--- config.mk ---
export PLATFORM = sky130hd
export DESIGN_NAME = uvs_div
export DESIGN_NICKNAME = d
export VERILOG_FILES = /design/src/hw/rtl/uvs_pkg.sv /design/src/hw/rtl/uvs_div.sv
export SDC_FILE = /design/constraint.sdc
export NUM_CORES = 1
export LEC_CHECK = 0
export BUFFER_PORTS_ARGS = -buffer_cell sky130_fd_sc_hd__clkbuf_2
export CORE_MARGIN = 8
export CORE_UTILIZATION = 33
export DETAILED_ROUTE_END_ITERATION = 12
export GPL_TIMING_DRIVEN = 0
export PLACE_DENSITY = 0.52
export SLEW_MARGIN = 20
export SYNTH_ARGS = -nofsm -noshare
export SYNTH_HDL_FRONTEND = slang
export SYNTH_SLANG_ARGS = --single-unit
export TNS_END_PERCENT = 50
--- constraint.sdc ---
create_clock -name clk_i -period 2.7 [get_ports clk_i]
set_input_delay 0.135 -clock clk_i [delete_from_list [all_inputs] [get_ports clk_i]]
set_output_delay 0.135 -clock clk_i [all_outputs]
set_load 0.005 [all_outputs]
--- src/hw/rtl/uvs_pkg.sv ---
package uvs_pkg;

  localparam int DIV_LAT = 18;
  localparam int CORDIC_STEPS = 24;
  localparam int CORDIC_LAT = CORDIC_STEPS + 2;
  localparam int PIPE_LAT = DIV_LAT + CORDIC_LAT + 4;

  localparam logic signed [33:0] CordicGain = 34'sd652032874;

  localparam logic [31:0] AtanTurns [0:CORDIC_STEPS-1] = '{
    32'h20000000, 32'h12E4051E, 32'h09FB385B, 32'h051111D4, 32'h028B0D43,
    32'h0145D7E1, 32'h00A2F61E, 32'h00517C55, 32'h0028BE53, 32'h00145F2F,
    32'h000A2F98, 32'h000517CC, 32'h00028BE6, 32'h000145F3, 32'h0000A2FA,
    32'h0000517D, 32'h000028BE, 32'h0000145F, 32'h00000A30, 32'h00000518,
    32'h0000028C, 32'h00000146, 32'h000000A3, 32'h00000051
  };

  typedef enum logic [1:0] {
    REG_RING    = 2'd0,
    REG_SEGMENT = 2'd1,
    REG_RADIUS  = 2'd2
  } reg_idx_e;

  typedef struct packed {
    logic [15:0] base;
    logic        quad;
  } tag_t;

  typedef struct packed {
    logic [16:0] tex_u;
    logic [16:0] tex_v;
    logic [15:0] base;
    logic        quad;
  } attr_t;

  function automatic logic signed [15:0] clamp_unit(input logic signed [33:0] v);
    logic signed [15:0] r;
    if (v > 34'sd16384) begin
      r = 16'sd16384;
    end else if (v < -34'sd16384) begin
      r = -16'sd16384;
    end else begin
      r = v[15:0];
    end
    return r;
  endfunction

endpackage

--- src/hw/rtl/uvs_div.sv ---
module uvs_div (
  input  logic                         clk_i,
  input  logic                         en_i,
  input  logic [7:0]                   num_i,
  input  logic [7:0]                   den_i,
  output logic [uvs_pkg::DIV_LAT-1:0]  quo_o
);

  localparam int QW = uvs_pkg::DIV_LAT;

  logic [7:0]    rem_q [0:QW-2];
  logic [QW-1:0] quo_q [0:QW-1];

  always_ff @(posedge clk_i) begin
    if (en_i) begin
      quo_q[0] <= {{(QW-1){1'b0}}, (num_i == den_i)};
      rem_q[0] <= (num_i == den_i) ? 8'd0 : num_i;
    end
  end

  generate
    for (genvar k = 1; k < QW; k++) begin : g_step
      logic [8:0] t;
      logic       ge;
      logic [8:0] diff;
      assign t    = {rem_q[k-1], 1'b0};
      assign ge   = (t >= {1'b0, den_i});
      assign diff = t - {1'b0, den_i};
      always_ff @(posedge clk_i) begin
        if (en_i) begin
          quo_q[k] <= {quo_q[k-1][QW-2:0], ge};
        end
      end
      if (k < QW - 1) begin : g_rem
        always_ff @(posedge clk_i) begin
          if (en_i) begin
            rem_q[k] <= ge ? diff[7:0] : t[7:0];
          end
        end
      end
    end
  endgenerate

  assign quo_o = quo_q[QW-1];

endmodule

==> results of run 1 <==
## flip-flops by register name, summed over array words and instances (netlist names)
| signal | count |
|---|---|
| rem_q | 136 |
| quo_q | 171 |
## worst max-delay path: cells and delay by family
family          cells  cell delay (ps)
fa+ha+maj           2              540
compound gates      3              880
buf+inv             5             1240
## per-stage QoR
step                 TNS, ps  instances  power (uW)  utilization  worst slack, ps
floorplan                  0       1242       13000            -             85.3
global placement    -1351710       1941       14600        0.355            -3600
detailed placement   -159170       1944       14700        0.357            -1460
CTS                        0       2024       19900        0.385             92.4
global route            -119       2024       21100        0.386            -29.6
finish                     0       2024       19700        0.386              159
## final cells by class
| class | count | area, um2 |
|---|---|---|
| buffer | 13 | 57.6 |
| timing repair buffer | 52 | 404 |
| clock inverter | 19 | 243 |
| multi-input combinational | 863 | 6920 |
| fill | 4643 | 30100 |
| inverter | 58 | 225 |
| sequential | 307 | 9220 |
| tap | 664 | 831 |
| clock buffer | 48 | 967 |
## per-layer routing
| layer | GRT usage | share of wire |
|---|---|---|
| met1 | 0.144 | 0.46 |
| met5 | 0 | 0 |
| met3 | 0.0216 | 0.036 |
| met4 | 0.0441 | 0.027 |
| met2 | 0.194 | 0.47 |
## Yosys cell counts, types with 22 or more instances
master,instances,share of area
nand3_1,38,0.012
xor2_1,22,0.012
o21ai_0,49,0.015
mux2_2,65,0.045
o21a_1,36,0.016
a21o_1,34,0.016
xnor2_1,38,0.020
nor2_1,86,0.020
a21oi_1,68,0.021
nor2b_1,29,0.011
edfxtp_1,307,0.56
nand2_1,28,0.0064
inv_1,58,0.013
ha_1,135,0.10
## final timing paths
check                             to  slack, ps
max          rem_q[0][118]$_DFFE_PP_        160
max reg2reg  rem_q[0][107]$_DFFE_PP_        190
min           quo_q[17][2]$_DFFE_PP_        160
min reg2reg    quo_q[8][3]$_DFFE_PP_        400
## power by group through the flow
stage	registers (uW)	clock network, uW	logic, uW
after floorplan	7320	0	5690
after global placement	7630	0	6930
after detailed placement	7580	0	7090
after CTS	7500	5180	7260
after global routing	7620	5320	8150
final	7500	4970	7250
## cells by family (layout without fill, tap and decap cells)
kind of cell,Yosys count,count (layout)
DFF,307,307
muxes,78,78
and+or+nand+nor,272,272
xor gates and xnor gates,60,60
AOI/OAI and AO/OA,302,302
adders and majority gates,151,151
buffers and inverters,72,190
## what timing repair did
| action | in CTS | in global routing |
|---|---|---|
| endpoints found under the setup margin | 144 | 26 |
| gates resized for setup | 11 | 5 |
| setup buffers | 6 | 0 |
| pin swaps | 1 | 1 |
| cloned | 0 | 0 |
| hold buffers | 8 | 0 |
| endpoints found under the hold margin | 8 | 0 |
==> flow_summary.toml, run 1 <==
[status]
status = "completed"

[logic_synthesis]
syn_inst = 1242
syn-cell-area_um2 = 16400
synthSimpleGateAreaFrac = 0.0838
ys.warnings.count = 0
synthAdderAreaFrac = 0.123
post_synth_xor_area_fraction = 0.0321
synthArstFlopShare = 0
synth.distinct_cells = 56
seq_area_frac_synth = 0.563
synth_seq_cells = 307
synthesis.nets = 1411
synth_top_family_by_area = "compound AO/OA/AOI/OAI gates"
syn_avg_cell_area_um2 = 13.2
synth-main-ff-cell = "edfxtp_1"
synth_compound_area_frac = 0.129
yosys-mux-area-fraction = 0.0527
synth_edf_count = 307

[floorplanning]
io-pin-count = 36
core_area_um2 = 49000
die_x_um = 239
fp.dieH_um = 239
initial_core_util = 0.335
die_area_um2 = 57000
rows = 81

[critical_path]
crit_arrival_ps = 2820
max_stage_delay_ps = 450
r2r_cells = 8
path_max_fanout = 18
startpoint = "den_i[1]"
endpoint_kind = "flop"
cp.required_ps = 2980
cpMaxStageDelayCell = "clkbuf_4"
r2r_start = "rem_q[0][100]$_DFFE_PP_"
path_cells = "clkbuf_4 > clkinvlp_4 > buf_4 > buf_4 > ha_1 > ha_1 > a211o_1 > a211o_1 > clkbuf_1 > a31o_2"
crit_type = "primary input to flop"
startpoint_type = "primary input"

[hold_path]
worstHoldPathType = "primary input to flop"
holdPathStages = 1
holdCritStartpoint = "en_i"

[finish]
antenna_cells = 0
area_growth_pct = 15.2
layout_common_cells = "edfxtp_1, ha_1, nor2_1, a21oi_1, mux2_2"
postLayoutCellArea_um2 = 18900
nets = 1501
drive_above_1_share = 0.143
final_common_cell = "edfxtp_1"

[clock_tree]
clockBufferDepth = 3
path_clk_slew_ps = 60
clk_latency_ps = 550
cts_root_buf = "clkbuf_16"
cts_buffers = 37
ctsHtreeMaxLevel = 2
cts_tree = "built"
clock_sinks = 307

[timing]
relSlewSlack = 0.301
setup_viol = 0
worst_pin_slew_ps = 1050
slew_violations = 0
clock_skew_ps = 22.9
worst_hold_slack_ps = 163
final.min_clock_period_ps = 2540
period_share = 0.941
fmax_mhz = 393
finalHoldViolations = 0

[pwr]
swShare = 0.318
p_int_uw = 13400
leakage_uw = 0.00706
p_switching_uw = 6270
seqPwrFrac = 0.380
power_density_nw_per_um2 = 1040
clkPwrFrac = 0.252
combPwrFrac = 0.368
peakVddDrop_mv = 0.401

[place]
hpwl_um = 20900
numPortBuffers = 35
postPlaceCellArea_um2 = 17500
gp_congestion = 0.769

[grt]
antenna_found_initial = 0
grt_max_degree = 87
grt.total_usage = 0.115
grt_pass1_vias = 10400
grt_pass1_wl_um = 53000
grt.overflow.total = 0

[drt]
drtIter0Drc = 506
dr.pass1.iters = 5
avgViaCountPerCell = 5.02
drtAntennaViolNets = 0
route.detailed.drc = 0
routed_wirelength_um = 32500
vias = 10200
wire_per_inst_um = 16.0

[flow_run]
max_cap_violations = 0
No activity file was read; power rests on OpenSTA's default activity.
==> run 2, diff against run 1 <==
ABC_AREA = 1   (was default)
PLACE_DENSITY = default   (was 0.52)
PLACE_DENSITY_LB_ADDON = 0.05   (was default)
==> run 2 against run 1 <==
Combinational power is 13% higher; fmax is 2.7% higher; core utilization is 0.49 points lower; non-clock buffer count is 5 higher; first-iteration DRC count is 47% higher; critical path type unchanged; critical endpoint is now rem_q[0][39]$_DFFE_PP_; largest cell class unchanged.
==> flow_summary.toml, run 2 <==
[status]
status = "completed"

[finish]
top_regs = "quo_q (171), rem_q (136)"
largest_register_ffs = 171
fillCellCount = 5409
area_growth_pct = 14.0
nets = 2175
regMostFlops = "quo_q"
antenna_cells = 0
layout_common_cells = "nand2_1, edfxtp_1, inv_1, nand3_1, ha_1"
drive_above_1_share = 0.101
final_common_cell = "nand2_1"
postLayoutCellArea_um2 = 20500

[drt]
vias = 12600
route.detailed.drc = 0
drtAntennaViolNets = 0
wire_per_inst_um = 15.0
avgViaCountPerCell = 4.63
dr.pass1.iters = 5
routed_wirelength_um = 40800
drtIter0Drc = 746

[logic_synthesis]
synth_top_area_frac = 0.513
synth_area_leaders = "edfxtp_1, nand2_1, ha_1, nand3_1, inv_1"
synth.distinct_cells = 32
synth_top_area_cell = "edfxtp_1"
synthesis.nets = 2084
synth_seq_cells = 307
synth_edf_count = 307
syn_avg_cell_area_um2 = 9.38
seq_area_frac_synth = 0.513
synthArstFlopShare = 0
ys.warnings.count = 0
yosys-top-cells-count = "nand2_1, edfxtp_1, inv_1"
synth-main-ff-cell = "edfxtp_1"
syn-cell-area_um2 = 18000
yosysMostFrequentCell = "nand2_1"
syn_inst = 1915

[place]
postPlaceCellArea_um2 = 19200
hpwl_um = 27400
numPortBuffers = 35
gp_congestion = 0.787

[timing]
slew_violations = 0
period_share = 0.917
worst_pin_slew_ps = 1020
relSlewSlack = 0.321
setup_tns_ps = 0
final.min_clock_period_ps = 2480
rsz0062_at_grt = "false"
clock_skew_ps = 11.9
fmax_mhz = 404
setup_viol = 0
finalHoldViolations = 0

[grt]
grt.total_usage = 0.132
grt_pass1_vias = 12700
grt.overflow.total = 0
grt_max_degree = 91
antenna_found_initial = 1
grt_pass1_wl_um = 67500

[critical_path]
crit_type = "primary input to flop"
crit_buf_inv = 6
endpoint_kind = "flop"
startpoint_type = "primary input"
startpoint = "den_i[0]"
max_stage_delay_ps = 430
r2r_start = "rem_q[0][24]$_SDFFCE_PN0P_"
cp.required_ps = 3010
crit_arrival_ps = 2780
cpMaxStageDelayCell = "a21oi_2"
path_cells = "clkbuf_8 > inv_2 > buf_6 > buf_6 > clkbuf_2 > buf_16 > ha_1 > and3_1 > a21oi_2 > nand2_4 > nand2_1 > nand2_1"
path_max_fanout = 19
cpLargestDelayFamily = "buffers and inverters"

[clock_tree]
clock_sinks = 307
clk_latency_ps = 550
ctsHtreeMaxLevel = 2
cts_tree = "built"
cts_root_buf = "clkbuf_16"
path_clk_slew_ps = 50
cts_buffers = 39
clockBufferDepth = 3

[pwr]
peakVddDrop_mv = 0.445
leakage_uw = 0.00939
power_density_nw_per_um2 = 1010

[hold_path]
holdCritStartpoint = "en_i"
worstHoldPathType = "primary input to flop"

[floorplanning]
die_area_um2 = 62200
rows = 85
initial_core_util = 0.334
core_area_um2 = 53800
die_x_um = 249
io-pin-count = 36
fp.dieH_um = 249

[flow_run]
max_cap_violations = 0
-- run 2: cell families (layout without fill, tap and decap cells) --
| family | count (synthesis) | count (layout) | share of synthesized area |
|---|---|---|---|
| AO/OA/AOI/OAI | 96 | 96 | 0.0286 |
| XOR/XNOR | 56 | 56 | 0.0273 |
| adder cells (fa/ha/maj) | 151 | 151 | 0.112 |
| buffers and inverters | 253 | 370 | 0.0609 |
| flip-flops | 307 | 307 | 0.513 |
| AND/OR/NAND/NOR | 1052 | 1052 | 0.258 |
-- run 2: repair_timing --
action / 4_1_cts / 5_1_grt
gates cloned: 0 / 0
gates resized for setup: 3 / 1
hold endpoints to repair: 8 / 0
hold buffers: 8 / 0
setup buffers: 2 / 0
setup endpoints to repair: 144 / 35
-- run 2: worst paths after layout --
kind / slack [ps] / cells after the start / endpoint
max reg2reg: 560 / 7 / rem_q[0][39]$_DFFE_PP_
min reg2reg: 410 / 0 / quo_q[17][1]$_DFFE_PP_
max: 220 / 12 / rem_q[0][39]$_DFFE_PP_
min: 80 / 1 / quo_q[15][13]$_DFFE_PP_
-- run 2: power breakdown --
part	total (uW)	internal, uW	switching, uW
Clock	5010	2990	2010
Sequential	7550	6930	621
Combinational	8210	3050	5160
Total	20800	13000	7790
-- run 2: per-stage QoR --
| stage | setup WS [ps] | util | hold slack (ps) | power, uW | cells |
|---|---|---|---|---|---|
| final | 225 | 0.381 | 78.3 | 20800 | 2728 |
| after global routing | 49.8 | 0.381 | 84.7 | 22700 | 2728 |
| after CTS | 141 | 0.381 | 62.8 | 21100 | 2728 |
| after detailed placement | -1030 | 0.356 | 405 | 15900 | 2651 |
| after global placement | -3760 | 0.353 | 400 | 15900 | 2646 |
| after floorplan | 614 | - | 247 | 13800 | 1915 |
-- run 2: area by class of cell --
cell class | count | area [um2] | area share
sequential | 307 | 9220 | 0.450
multi-input combinational | 1355 | 7650 | 0.374
clock buffer | 48 | 1030 | 0.0503
inverter | 233 | 878 | 0.0429
tap | 696 | 871 | 0.0425
timing repair buffer | 50 | 418 | 0.0204
buffer | 20 | 221 | 0.0108
clock inverter | 19 | 188 | 0.00916
-- run 2: metal layers --
layer / vias up / track usage / wire [um]
li1: 6583 / - / -
met2: 153 / 0.218 / 18600
met4: 0 / 0.0324 / 756
met1: 5852 / 0.179 / 20000
met5: - / 0 / 0
met3: 48 / 0.0243 / 1470
